==> src/sv/lj_pkg.sv <==
// Shared types, constants and helper functions of the Lennard-Jones pair force block.
// No dependencies; every other file in the project imports this package.
package lj_pkg;

  localparam int MAX_ATOMS = 1024;
  localparam int ATOM_W    = $clog2(MAX_ATOMS);
  localparam int POS_W     = 32;
  localparam int COEFF_W   = 48;
  localparam int OUT_W     = 48;
  localparam int DSQ_W     = 50;
  localparam int IN_DATA_W = ((2 * ATOM_W + 6 * POS_W + 2 * COEFF_W + 7) / 8) * 8;
  localparam int OUT_DATA_W = ((2 * ATOM_W + 5 * OUT_W + 7) / 8) * 8;

  // Right-shift codes of the shared multiplier.
  localparam logic [2:0] SH_0  = 3'd0;
  localparam logic [2:0] SH_16 = 3'd1;
  localparam logic [2:0] SH_24 = 3'd2;
  localparam logic [2:0] SH_30 = 3'd3;
  localparam logic [2:0] SH_46 = 3'd4;

  localparam logic [OUT_W-1:0] POS48 = {1'b0, {(OUT_W-1){1'b1}}};
  localparam logic [OUT_W-1:0] NEG48 = {1'b1, {(OUT_W-1){1'b0}}};

  typedef struct packed {
    logic       start;
    logic [2:0] shift;
  } lj_mul_req_t;

  // Sign times (a - b), saturated to the signed 48-bit range.
  function automatic logic [OUT_W-1:0] signed_diff48(input logic [63:0] a,
                                                    input logic [63:0] b,
                                                    input logic neg_sign);
    logic [63:0] mag;
    logic        n;
    logic [63:0] m;
    if (a >= b) begin
      mag = a - b;
      n   = neg_sign;
    end else begin
      mag = b - a;
      n   = !neg_sign;
    end
    if (n) begin
      m = (mag > {16'd0, NEG48}) ? {16'd0, NEG48} : mag;
      signed_diff48 = OUT_W'(64'd0 - m);
    end else begin
      signed_diff48 = (mag > {16'd0, POS48}) ? POS48 : mag[OUT_W-1:0];
    end
  endfunction

endpackage

==> src/sv/lj_mul.sv <==
// Shared 64x64 multiplier built from one 32x32 multiplier over four passes,
// with a selectable right shift and saturation to 64 bits. Depends on lj_pkg.
module lj_mul (
  input  logic               clk,
  input  logic               rst_n,
  input  lj_pkg::lj_mul_req_t req,
  input  logic [63:0]        a,
  input  logic [63:0]        b,
  output logic               done,
  output logic [63:0]        res
);
  import lj_pkg::*;

  logic [63:0]  a_r, b_r, p_r;
  logic [2:0]   sh_r;
  logic [2:0]   cnt_r;
  logic [1:0]   pk_r;
  logic         busy_r, done_r;
  logic [127:0] acc_r, acc_nxt, p_ext;
  logic [31:0]  opa, opb;
  logic         sat;

  always_comb begin
    opa = cnt_r[1] ? a_r[63:32] : a_r[31:0];
    opb = cnt_r[0] ? b_r[63:32] : b_r[31:0];
    p_ext = {64'd0, p_r};
    case (pk_r)
      2'd0:    acc_nxt = acc_r + p_ext;
      2'd3:    acc_nxt = acc_r + (p_ext << 64);
      default: acc_nxt = acc_r + (p_ext << 32);
    endcase
  end

  always_ff @(posedge clk) begin
    if (!rst_n) begin
      busy_r <= 1'b0;
      done_r <= 1'b0;
      cnt_r  <= 3'd0;
    end else begin
      done_r <= 1'b0;
      if (req.start) begin
        a_r    <= a;
        b_r    <= b;
        sh_r   <= req.shift;
        acc_r  <= 128'd0;
        cnt_r  <= 3'd0;
        busy_r <= 1'b1;
      end else if (busy_r) begin
        if (cnt_r < 3'd4) begin
          p_r  <= opa * opb;
          pk_r <= cnt_r[1:0];
        end
        if (cnt_r != 3'd0) begin
          acc_r <= acc_nxt;
        end
        if (cnt_r == 3'd4) begin
          busy_r <= 1'b0;
          done_r <= 1'b1;
        end
        cnt_r <= cnt_r + 3'd1;
      end
    end
  end

  always_comb begin
    case (sh_r)
      SH_16: begin
        sat = |acc_r[127:80];
        res = acc_r[79:16];
      end
      SH_24: begin
        sat = |acc_r[127:88];
        res = acc_r[87:24];
      end
      SH_30: begin
        sat = |acc_r[127:94];
        res = acc_r[93:30];
      end
      SH_46: begin
        sat = |acc_r[127:110];
        res = acc_r[109:46];
      end
      default: begin
        sat = |acc_r[127:64];
        res = acc_r[63:0];
      end
    endcase
    if (sat) begin
      res = {64{1'b1}};
    end
  end

  assign done = done_r;

endmodule

==> config.mk <==
export PLATFORM = sky130hd
export DESIGN_NAME = lj_mul
export DESIGN_NICKNAME = d
export VERILOG_FILES = /design/src/sv/lj_pkg.sv /design/src/sv/lj_mul.sv
export SDC_FILE = /design/constraint.sdc
export NUM_CORES = 2
export LEC_CHECK = 0
export ABC_CLOCK_PERIOD_IN_PS = 19900
export BUFFER_PORTS_ARGS = -buffer_cell sky130_fd_sc_hd__buf_4
export CAP_MARGIN = 25
export CORE_ASPECT_RATIO = 0.7
export CORE_MARGIN = 1.5
export CORE_UTILIZATION = 40
export DETAILED_ROUTE_END_ITERATION = 16
export GPL_TIMING_DRIVEN = 0
export MAX_ROUTING_LAYER = met4
export PLACE_DENSITY = 0.64
export RECOVER_POWER = 25
export SYNTH_ARGS = -nofsm -noshare
export SYNTH_HDL_FRONTEND = slang
export SYNTH_SLANG_ARGS = --single-unit
==> constraint.sdc <==
create_clock -name clk -period 19.9 [get_ports clk]
set_input_delay 5.97 -clock clk [delete_from_list [all_inputs] [get_ports clk]]
set_output_delay 5.97 -clock clk [all_outputs]
set_load 0.01 [all_outputs]
==> reports/metrics.csv <==
stage;metric;value;unit
cts;clock_latency;0.71;ns
sta;final_max_slew_viol_count;24;
sta;hold_violations;0;
die;die_h;330;µm
logic_synthesis;syn_area;0.0610;mm²
sta;setup_viol;0;
die;core_area;0.151;mm²
critical_path;timing.rr.start;cnt_r[1];
place;hpwlAfterDp;296000;µm
place;io_buffers;198;
die;ios;199;
cts;ctsHoldBuffers;0;
sta;rsz0062_at_grt;no;
global_route;grt_pass1_vias;56200;
cts;h-tree-depth;2;
min_path;whs_path_depth;0;
die;rows;119;
cts;root_buffer;clkbuf_16;
layout;synthToLayoutAreaGrowth;12.0;%
layout;drive_gt1_share;7.69;%
min_path;hold_path_class;reg2reg;
detailed_routing;drtPass1Iterations;7;
critical_path;r2r_slack;7.11;ns
detailed_routing;drt_iter0_drc;9525;
sta;worst_slack;7.11;ns
logic_synthesis;ys.flop_type;edfxtp_1;
cts;post_cts_resized;0;
sta;skew;0.0717;ns
critical_path;reg2reg_to;p_r[61];
logic_synthesis;syn_nets;8427;
cts;clk_pin_slew;0.07;ns
critical_path;rr_worst_depth;28;
die;initial_core_util;40.4;%
logic_synthesis;ys_seq_area_share;16.2;%
critical_path;cp-end-kind;register;
logic_synthesis;ys_ff_latch;330;
sta;holdWs;0.464;ns
detailed_routing;routed_wl;350000;µm
sta;relSlewSlack;-16.7;%
logic_synthesis;synth.distinct_cells;104;
logic_synthesis;async_reset_ff_share;0;%
critical_path;cp_max_fo;10;
global_route;grt_max_degree;76;
critical_path;crit_top_cell;fa_1;
global_route;antenna_found_initial;38;
cts;clk_path_buf_depth;3;
cts;cts.sinks;330;
place;dpl_worst_slack;7.88;ns
detailed_routing;via_per_inst;6.34;
detailed_routing;detail-route-antenna-nets;0;
critical_path;crit_type;reg2reg;
detailed_routing;drc;0;
status;violations;capacitance limit, slew limit;
logic_synthesis;syn_inst;6936;
detailed_routing;wl_per_cell;37.4;µm
sta;finalCriticalPeriod;12.79;ns
sta;timing.fmax;78.2;MHz
logic_synthesis;ys_warn_count;0;
critical_path;crit_required;20.31;ns
layout;layout_common_cells;inv_1 (959), fa_1 (899), nor2_1 (865), nand2_1 (747), ha_1 (458);
critical_path;start_kind;register;
sta;fin_crit_sh;64.2;%
min_path;min_from;cnt_r[1];
detailed_routing;vias;59400;
critical_path;arrival;13.20;ns
die;die_w;470;µm
die;die-area;0.155;mm²
critical_path;slowest_stage;clkbuf_1;
cts;tritoncts;built;
sta;worst_slew_pin_slew;1.75;ns
logic_synthesis;syn_area_per_cell;8.80;µm²
min_path;min_to;pk_r[1];
global_route;track_usage;46.0;%
flow_run;cap_viol_max_count;2;
cts;numCtsBuffers;41;
status;outcome;finished, violations left;
global_route;grt_pass1_wl;471000;µm
layout;nFillCells;15000;
layout;final_common_cell;inv_1;
global_route;overflow;0;
layout;finalNetCount;8805;
logic_synthesis;synth_edf_count;325;
cts;postCtsSetupRepairBufs;0;
place;place.gp.congestion;1.14;
critical_path;max_stage_delay;1.32;ns
sequential cells by signal (all words and copies together) (netlist names):
name,flops
acc_r,128
done,1
pk_r,2
cnt_r,3
b_r,64
busy_r,1
sh_r,3
p_r,64
a_r,64
synthesized netlist by cell type, types with 13 or more instances:
cell,n,share of area [%]
o211ai_1,20,0.25
o21bai_1,58,0.71
nand3_1,86,0.71
nor2_1,865,5.3
o21a_1,32,0.39
a221oi_1,62,0.89
nor2b_1,31,0.32
xnor2_1,184,2.6
nand2b_1,25,0.26
a22oi_1,171,2.1
o22ai_1,14,0.14
or3_1,13,0.13
clkbuf_1,349,2.1
nand4_1,158,1.6
o31ai_1,19,0.23
edfxtp_1,325,16
and2_1,18,0.18
nand2_1,747,4.6
a31oi_1,31,0.32
fa_1,899,29
and3_1,35,0.36
a21o_1,105,1.3
buf_2,18,0.15
xor2_1,131,1.9
a211oi_1,68,0.84
inv_1,959,5.9
mux2i_1,67,1.1
mux2_2,60,1.1
a21oi_1,392,3.2
nor3_1,62,0.51
o21ai_0,185,1.5
nor4_1,25,0.26
ha_1,458,9.4
buf_1,17,0.10
through the flow:
stage	utilization (%)	std cells	cell area, µm²	setup TNS [ns]
after detailed placement	44.2	9241	66700	0
after CTS	45.1	9316	68100	0
final	45.3	9374	68400	0
after global placement	43.1	9130	65000	-513.71
after global routing	45.3	9364	68400	0
after floorplan	-	6936	61000	0
worst max-delay path by stage:
stage                           end  startpoint
after floorplan            acc_r[0]      req[3]
after global placement    acc_r[15]      req[3]
after detailed placement    p_r[59]    cnt_r[0]
after CTS                   p_r[59]    cnt_r[0]
after global routing        p_r[59]    cnt_r[1]
final                       p_r[61]    cnt_r[1]
layer usage:
layer / wire [µm] / GRT usage (%) / part of all wire (%) / vias to the layer above
met2: 116000 / 50.5 / 33 / 4769
met4: 9600 / 11.1 / 2.7 / 0
met5: 0 / - / 0 / -
met3: 69800 / 29.8 / 20 / 499
li1: - / - / - / 24000
met1: 155000 / 65.7 / 44 / 30200
kinds of logic after synthesis:
logic type / share of synthesized area, %
compound gates: 14.4
xor+xnor: 4.52
fa+ha+maj: 38.9
buf+inv: 8.72
flops: 16.2
mux: 2.28
simple gates: 15.0
layout make-up:
cell class | instances | area (µm²) | area share, %
Multi-Input combinational cell | 5238 | 45900 | 67.2
Tap cell | 1996 | 2500 | 3.65
Clock inverter | 30 | 338 | 0.494
Sequential cell | 330 | 9860 | 14.4
Clock buffer | 45 | 1040 | 1.52
Buffer | 407 | 1700 | 2.48
Antenna cell | 32 | 80.1 | 0.117
Timing Repair Buffer | 335 | 3320 | 4.85
Inverter | 961 | 3610 | 5.28
critical path: cells and delay by family (launching register included):
| family | cells | cell delay (ns) |
|---|---|---|
| mux | 1 | 1.08 |
| fa+ha+maj | 9 | 4.43 |
| xor+xnor | 1 | 0.14 |
| buf+inv | 7 | 3.11 |
| compound gates | 9 | 3.17 |
| flops | 1 | 0.35 |
| simple gates | 1 | 0.20 |
Power is left out: the tool's default activity adds up to more than one toggle a clock period on the data nets, which glitch-free logic cannot reach.
